===== config.mk =====
export PLATFORM = sky130hd
export DESIGN_NAME = lspc_div
export DESIGN_NICKNAME = d
export VERILOG_FILES = /design/src/design/lspc_pkg.sv /design/src/design/lspc_div.sv
export SDC_FILE = /design/constraint.sdc
export NUM_CORES = 2
export LEC_CHECK = 0
export BUFFER_PORTS_ARGS = -buffer_cell sky130_fd_sc_hd__buf_2
export CORE_MARGIN = 2
export CORE_UTILIZATION = 50
export CTS_CLUSTER_DIAMETER = 150
export DETAILED_ROUTE_END_ITERATION = 6
export GPL_TIMING_DRIVEN = 1
export PLACE_DENSITY = 0.68
export SLEW_MARGIN = 20
export SYNTH_ARGS = -nofsm -noshare
export SYNTH_HDL_FRONTEND = slang
export SYNTH_SLANG_ARGS = --single-unit

===== constraint.sdc =====
create_clock -name clock -period 3.5 [get_ports clock]
set_input_delay 0.35 -clock clock [delete_from_list [all_inputs] [get_ports clock]]
set_output_delay 0.35 -clock clock [all_outputs]
set_load 0.02 [all_outputs]

===== src/design/lspc_pkg.sv =====
`timescale 1ns / 1ps
package lspc_pkg;

   localparam int COORD_W    = 32;
   localparam int FRAC_BITS  = 16;
   localparam int PIX_W      = 16;
   localparam int MAT_W      = 32;
   localparam int REG_W      = 64;
   localparam int NEAR_W     = 17;
   localparam int IDX_W      = 3;
   // Camera coordinates stay below 2^48 in magnitude.
   localparam int CAM_W      = 49;
   localparam int DIF_W      = 50;
   localparam int CLIP_W     = 52;
   localparam int MU_W       = FRAC_BITS + 1;
   localparam int NUM_W      = 66;
   localparam int DEN_W      = 50;
   localparam int QUO_W      = 16;
   localparam int DIV_STAGES = QUO_W;

   localparam int NUM_MAT_REGS = 6;
   localparam logic [IDX_W-1:0] REG_NEAR = 3'd6;

   localparam logic [REG_W-1:0] MAT_RESET [NUM_MAT_REGS] = '{
      64'd65536, 64'd0, 64'h0001_0000_0000_0000, 64'd0, 64'd0, 64'd65536
   };
   localparam logic [NEAR_W-1:0] NEAR_RESET = 17'd66;

   typedef struct packed {
      logic signed [COORD_W-1:0] start_x;
      logic signed [COORD_W-1:0] start_y;
      logic signed [COORD_W-1:0] start_z;
      logic signed [COORD_W-1:0] end_x;
      logic signed [COORD_W-1:0] end_y;
      logic signed [COORD_W-1:0] end_z;
   } req_type;

   typedef struct packed {
      logic                    visible;
      logic signed [PIX_W-1:0] start_u;
      logic signed [PIX_W-1:0] start_v;
      logic signed [PIX_W-1:0] end_u;
      logic signed [PIX_W-1:0] end_v;
   } rsp_type;

   typedef struct packed {
      logic signed [CAM_W-1:0] a0;
      logic signed [CAM_W-1:0] a1;
      logic signed [CAM_W-1:0] a2;
      logic signed [CAM_W-1:0] b0;
      logic signed [CAM_W-1:0] b1;
      logic signed [CAM_W-1:0] b2;
      logic signed [DIF_W-1:0] dx;
      logic signed [DIF_W-1:0] dy;
      logic                    vis1;
      logic                    vis2;
      logic                    ge;
   } geo_type;

   typedef struct packed {
      logic       visible;
      logic [3:0] ovf;
      logic [3:0] neg;
   } fin_type;

   function automatic logic [MAT_W-1:0] mag32(input logic signed [MAT_W-1:0] v);
      return v[MAT_W-1] ? MAT_W'(-v) : MAT_W'(v);
   endfunction

   // Saturates a truncated quotient magnitude to a signed pixel coordinate.
   function automatic logic [PIX_W-1:0] pix_sat(input logic neg, input logic ovf,
                                                input logic [QUO_W-1:0] q);
      logic [QUO_W-1:0] lim;
      lim = QUO_W'((1 << (PIX_W - 1)) - 1);
      if (neg) begin
         if (ovf || q > lim + QUO_W'(1)) return {1'b1, {(PIX_W-1){1'b0}}};
         return PIX_W'(-q);
      end
      if (ovf || q > lim) return {1'b0, {(PIX_W-1){1'b1}}};
      return PIX_W'(q);
   endfunction

endpackage


===== src/design/lspc_div.sv =====
`timescale 1ns / 1ps
module lspc_div (
   input  logic                           clock,
   input  logic                           en,
   input  logic [lspc_pkg::NUM_W-1:0]     num,
   input  logic [lspc_pkg::DEN_W-1:0]     den,
   output logic [lspc_pkg::QUO_W-1:0]     quot
);

   // One quotient bit per stage, most significant first. The caller
   // guarantees num < den * 2^QUO_W.
   logic [lspc_pkg::NUM_W-1:0] rem_ff [lspc_pkg::DIV_STAGES];
   logic [lspc_pkg::DEN_W-1:0] den_ff [lspc_pkg::DIV_STAGES];
   logic [lspc_pkg::QUO_W-1:0] q_ff   [lspc_pkg::DIV_STAGES];
   logic [lspc_pkg::NUM_W-1:0] rem_src [lspc_pkg::DIV_STAGES];
   logic [lspc_pkg::DEN_W-1:0] den_src [lspc_pkg::DIV_STAGES];
   logic [lspc_pkg::QUO_W-1:0] q_src   [lspc_pkg::DIV_STAGES];

   assign rem_src[0] = num;
   assign den_src[0] = den;
   assign q_src[0]   = '0;

   for (genvar k = 0; k < lspc_pkg::DIV_STAGES; k++) begin : g_stage
      localparam int SH = lspc_pkg::QUO_W - 1 - k;
      logic [lspc_pkg::NUM_W-1:0] den_sh;
      logic                       take;
      logic [lspc_pkg::NUM_W-1:0] rem_in;
      logic [lspc_pkg::QUO_W-1:0] q_in;

      if (k > 0) begin : g_link
         assign rem_src[k] = rem_ff[k-1];
         assign den_src[k] = den_ff[k-1];
         assign q_src[k]   = q_ff[k-1];
      end

      always_comb begin
         den_sh = lspc_pkg::NUM_W'(den_src[k]) << SH;
         take   = rem_src[k] >= den_sh;
         rem_in = take ? rem_src[k] - den_sh : rem_src[k];
         q_in   = q_src[k] | (lspc_pkg::QUO_W'(take) << SH);
      end

      always_ff @(posedge clock) begin
         if (en) begin
            rem_ff[k] <= rem_in;
            den_ff[k] <= den_src[k];
            q_ff[k]   <= q_in;
         end
      end
   end

   assign quot = q_ff[lspc_pkg::DIV_STAGES-1];

endmodule


==> summary by stage <==
Critical path
The critical path data arrival time is 4.58 ns. Traced cell by cell, the critical path runs through inv_1 > ha_4 > buf_4 > a21oi_2 > o21ai_2 > or3_4 > o21bai_4 > o31ai_2 > buf_4 > a31oi_4 > buf_6 > o311ai_4 > a22o_1 > or4_4 > nor3_4 > xor2_1. The largest fanout on the critical path is 3. The buffer and inverter count on the worst path is 4. The number of stages on the worst setup path is 16. The highest cell delay on the worst timing path is 0.54 ns.

The kind of critical path is flip-flop to flip-flop. The startpoint identified for the worst register-to-register timing path is den_ff[1][58]$_DFFE_PP_. The critical path starts at den_ff[1][58]$_DFFE_PP_. The launching element type of the critical path is a flip-flop. For the worst flop-to-flop path, the logic depth is 16. The slowest library cell on the worst path is sky130_fd_sc_hd__or4_4.

STA classifies the critical path endpoint as a flip-flop. For the worst setup path, the data required time is 4.11 ns. In this design, the largest share of critical-path delay is due to compound AO/OA/AOI/OAI gates. The cell type with the highest occurrence count on the critical path is sky130_fd_sc_hd__buf_4.

Routing
For this block, the initial DRC count from the detailed router was 6904. The routed length on met1 is 122000 µm. The remaining antenna violation count is 0.

The number of design rule violations left after detail routing is 0. Routed signal wires occupy layers up through met4. The final layout contains routed wiring with a total length of 392000 µm. The vias per cell is 5.66. The first detailed-routing pass ran for 6 iterations. The routed layout has 101515 vias. Detailed routing placed a total of 211000 µm of wire on met2.

The met3 wire length is 15000 µm. The average detailed-routed wire length per instance is 21.9 µm.

Power and ir drop
IR analysis of the VDD net gives a maximum drop of 545 µV. The leakage dissipation is 0.0703 µW. Power spread over the standard cell area amounts to 834 nW/µm².

Timing
The total count of hold-check failures in the final report came to 0. The post-layout minimum cycle time is 3.97 ns. Across the routed clock network, the largest skew measured is 0.0693 ns. The post-route fraction of the period consumed by the critical path is 114%. Setup violations remaining at the end of the flow were counted as 705. The worst path setup slack after routing is -0.473 ns. The total negative setup slack is -144.51 ns. The number of max-slew violations in the final report is 0. The tightest slew margin relative to the limit is 43.7%.

For the pin with the worst max-slew slack, the measured transition is 0.836 ns. The achievable frequency is 0.252 GHz. Setup repair after global routing could not meet its margin everywhere.

Clocking
Clock tree synthesis selected as its root buffer the cell sky130_fd_sc_hd__clkbuf_16. The CTS sink count is 1876. The clock reaches the later pin of the worst-skew pair after 0.89 ns. Clock-pin slew was measured on the worst setup and hold paths at 0.07 ns. The H-tree generated during clock tree synthesis spans 4 levels. Buffers inserted during clock tree synthesis total 204. The longest clock path from root to sink contains 3 buffers.

TritonCTS built the clock tree.

Floorplan
The core region is 227000 µm². The standard-cell row count is 175. The initial utilization of the core area, before any placement, comes to 50.2%. The die covers 232000 µm².

The die span in y is 482 µm. The I/O pin total is 134. The die width is 482 µm.

Outcome
The final reports fail on negative setup slack. The run finished, with violations left.

Global route
After global routing the overflow that remains totals 0. The maximum number of pins on one net before global-route repair is 140. The aggregate global-route resource usage is 31.0%. The number of global-route vias before repair came to 102885. The initial antenna violation count is 6.

The first global-routing pass estimated 556000 µm of wire.

Logic synthesis
The average instance area after synthesis is 10.1 µm². Counting every instance in the synthesized netlist gives 11264. The share of flip-flops with an asynchronous set or reset is 0%. The dominant register cell in the synthesized netlist is sky130_fd_sc_hd__edfxtp_1.

Yosys mapped a number of flops with a built-in enable equal to 1876. In this run, synthesis produced a sequential element count of 1876. The synthesized cell area is 114000 µm². The number of distinct library cells after synthesis is 95.

For this run, the number of Yosys warnings is 0. The share of synthesized area occupied by flip-flops and latches is 49.4%. By area the synthesized netlist is led by sky130_fd_sc_hd__edfxtp_1 49%, sky130_fd_sc_hd__ha_1 8.8%, sky130_fd_sc_hd__a21oi_1 4.5%. The net count after synthesis is 12197.

The largest total area in the synthesized netlist belongs to sky130_fd_sc_hd__edfxtp_1. The share of synthesized area in the top cell type comes to 49.4%.

Worst hold path
The worst hold path stage count is 4. The path category of the worst min-delay check is input pin to flip-flop. The startpoint of the tightest hold check path is num[15].

Finish
The post-route netlist has 36.0% of its cells at a drive strength greater than 1. Fill cells in the final layout number 15406. The area added between synthesis and finish is 42.8%.

The final non-filler cell area is 163000 µm². For this run, the post-layout net count is 15662. The end-of-flow core utilization is 71.8%.

Flow run
The max-cap violation count is 0.

Placement
The cell area after placement is 140000 µm². Routability-driven placement finished with a final weighted congestion of 1.10. At the placement stage, the worst setup path has a slack of -0.815 ns. Summed over all nets, the half-perimeter wirelength after detailed placement is 271000 µm.

The number of I/O port buffers is 133.
## cell families after synthesis
kind of cell | count (synthesis) | share of synthesized area (%)
AND/OR/NAND/NOR | 2980 | 12.4
AO/OA/AOI/OAI | 3257 | 17.5
multiplexers | 87 | 0.852
adder cells (fa/ha/maj) | 815 | 9.04
XOR/XNOR | 785 | 6.03
buffers and inverters | 1464 | 4.84
flip-flops | 1876 | 49.4
## power breakdown
group / internal, µW / switching, µW / leakage, µW / total, µW
combinational: 37700 / 39200 / 0.0488 / 76900
clock: 12300 / 9420 / 0.00325 / 21800
sequential: 33200 / 4050 / 0.0182 / 37200
## layer usage
layer | GRT usage [%] | vias to the layer above
li1 | - | 48049
met4 | 28.0 | 0
met2 | 60.6 | 3847
met5 | 0 | -
met1 | 27.6 | 47943
met3 | 3.24 | 1676
## final cells by class
class / instances / area [µm²] / share of cell area (%)
Clock inverter: 137 / 1500 / 0.922
Clock buffer: 245 / 5280 / 3.24
Multi-Input combinational cell: 7924 / 60700 / 37.2
Tap cell: 3009 / 3760 / 2.31
Timing Repair Buffer: 3682 / 31400 / 19.3
Timing Repair inverter: 1 / 30.0 / 0.0184
Sequential cell: 1876 / 56300 / 34.6
Antenna cell: 6 / 15.0 / 0.00922
Inverter: 1040 / 3950 / 2.43
## flip-flops by register name, indices dropped and copies added, names as in the netlist
signal	cells
rem_ff	990
q_ff	136
den_ff	750
## final timing paths
path | end | slack, ns
min reg2reg | q_ff[1][118]$_DFFE_PP_ | 0.40
max reg2reg | rem_ff[1][192]$_DFFE_PP_ | -0.47
max | rem_ff[1][192]$_DFFE_PP_ | -0.47
min | rem_ff[0][15]$_DFFE_PP_ | 0.05
## timing repair
action,CTS,global route
hold buffers,117,1
hold endpoints to repair,129,1
pin swaps,454,517
gates resized for setup,1315,1236
endpoints found under the setup margin,827,809
setup buffers,256,250
gates cloned,55,34
## stage by stage
stage / hold slack, ns / power, µW / instances
after global routing: 0.0305 / 143000 / 17917
after CTS: 0.121 / 128000 / 17680
after floorplan: 0.400 / 71600 / 11264
after global placement: 0.400 / 99700 / 16892
after detailed placement: 0.405 / 101000 / 16892
final: 0.0511 / 136000 / 17920
## worst reg2reg max path, stage by stage (launching register included)
cell,delay [ns]
sky130_fd_sc_hd__edfxtp_1,0.44
sky130_fd_sc_hd__inv_1,0.16
sky130_fd_sc_hd__ha_4,0.23
sky130_fd_sc_hd__buf_4,0.15
sky130_fd_sc_hd__a21oi_2,0.16
sky130_fd_sc_hd__o21ai_2,0.09
sky130_fd_sc_hd__or3_4,0.39
sky130_fd_sc_hd__o21bai_4,0.21
sky130_fd_sc_hd__o31ai_2,0.08
sky130_fd_sc_hd__buf_4,0.19
sky130_fd_sc_hd__a31oi_4,0.27
sky130_fd_sc_hd__buf_6,0.15
sky130_fd_sc_hd__o311ai_4,0.10
sky130_fd_sc_hd__a22o_1,0.24
sky130_fd_sc_hd__or4_4,0.54
sky130_fd_sc_hd__nor3_4,0.21
sky130_fd_sc_hd__xor2_1,0.10
## synth_stat cells (71+ instances only)
cell / n
sky130_fd_sc_hd__edfxtp_1: 1876
sky130_fd_sc_hd__nand2_1: 1049
sky130_fd_sc_hd__inv_1: 1037
sky130_fd_sc_hd__a21oi_1: 1021
sky130_fd_sc_hd__o21ai_0: 943
sky130_fd_sc_hd__ha_1: 800
sky130_fd_sc_hd__nor2_1: 725
sky130_fd_sc_hd__a21o_1: 433
sky130_fd_sc_hd__xnor2_1: 421
sky130_fd_sc_hd__clkbuf_1: 398
sky130_fd_sc_hd__xor2_1: 364
sky130_fd_sc_hd__nand4_1: 228
sky130_fd_sc_hd__nand3_1: 174
sky130_fd_sc_hd__nor3_1: 143
sky130_fd_sc_hd__o21bai_1: 123
sky130_fd_sc_hd__nand2b_1: 111
sky130_fd_sc_hd__nor2b_1: 105
sky130_fd_sc_hd__o21a_1: 92
sky130_fd_sc_hd__a31oi_1: 88
sky130_fd_sc_hd__a211oi_1: 86
sky130_fd_sc_hd__mux2_2: 81
sky130_fd_sc_hd__nor4_1: 79
sky130_fd_sc_hd__o211ai_1: 72
sky130_fd_sc_hd__and3_1: 71
## layout by cell type, fill, tap and decap left out, types with 90 or more instances in the layout
| cell type | count |
|---|---|
| sky130_fd_sc_hd__nand4_1 | 228 |
| sky130_fd_sc_hd__edfxtp_1 | 1876 |
| sky130_fd_sc_hd__nor3_1 | 110 |
| sky130_fd_sc_hd__buf_12 | 104 |
| sky130_fd_sc_hd__nand2_4 | 121 |
| sky130_fd_sc_hd__o21ai_0 | 555 |
| sky130_fd_sc_hd__buf_6 | 134 |
| sky130_fd_sc_hd__nand2_1 | 837 |
| sky130_fd_sc_hd__xnor2_1 | 409 |
| sky130_fd_sc_hd__buf_2 | 132 |
| sky130_fd_sc_hd__nor2_1 | 620 |
| sky130_fd_sc_hd__ha_1 | 696 |
| sky130_fd_sc_hd__a21oi_1 | 847 |
| sky130_fd_sc_hd__a21o_1 | 431 |
| sky130_fd_sc_hd__nand2_2 | 90 |
| sky130_fd_sc_hd__nand3_1 | 153 |
| sky130_fd_sc_hd__dlygate4sd3_1 | 117 |
| sky130_fd_sc_hd__clkbuf_16 | 236 |
| sky130_fd_sc_hd__inv_1 | 994 |
| sky130_fd_sc_hd__nand2b_1 | 103 |
| sky130_fd_sc_hd__o21bai_1 | 116 |
| sky130_fd_sc_hd__ha_4 | 90 |
| sky130_fd_sc_hd__buf_4 | 3053 |
| sky130_fd_sc_hd__o21ai_2 | 256 |
| sky130_fd_sc_hd__xor2_1 | 359 |
| sky130_fd_sc_hd__o21ai_1 | 113 |
| sky130_fd_sc_hd__a21oi_2 | 149 |
No activity file was read; power rests on OpenSTA's default activity.
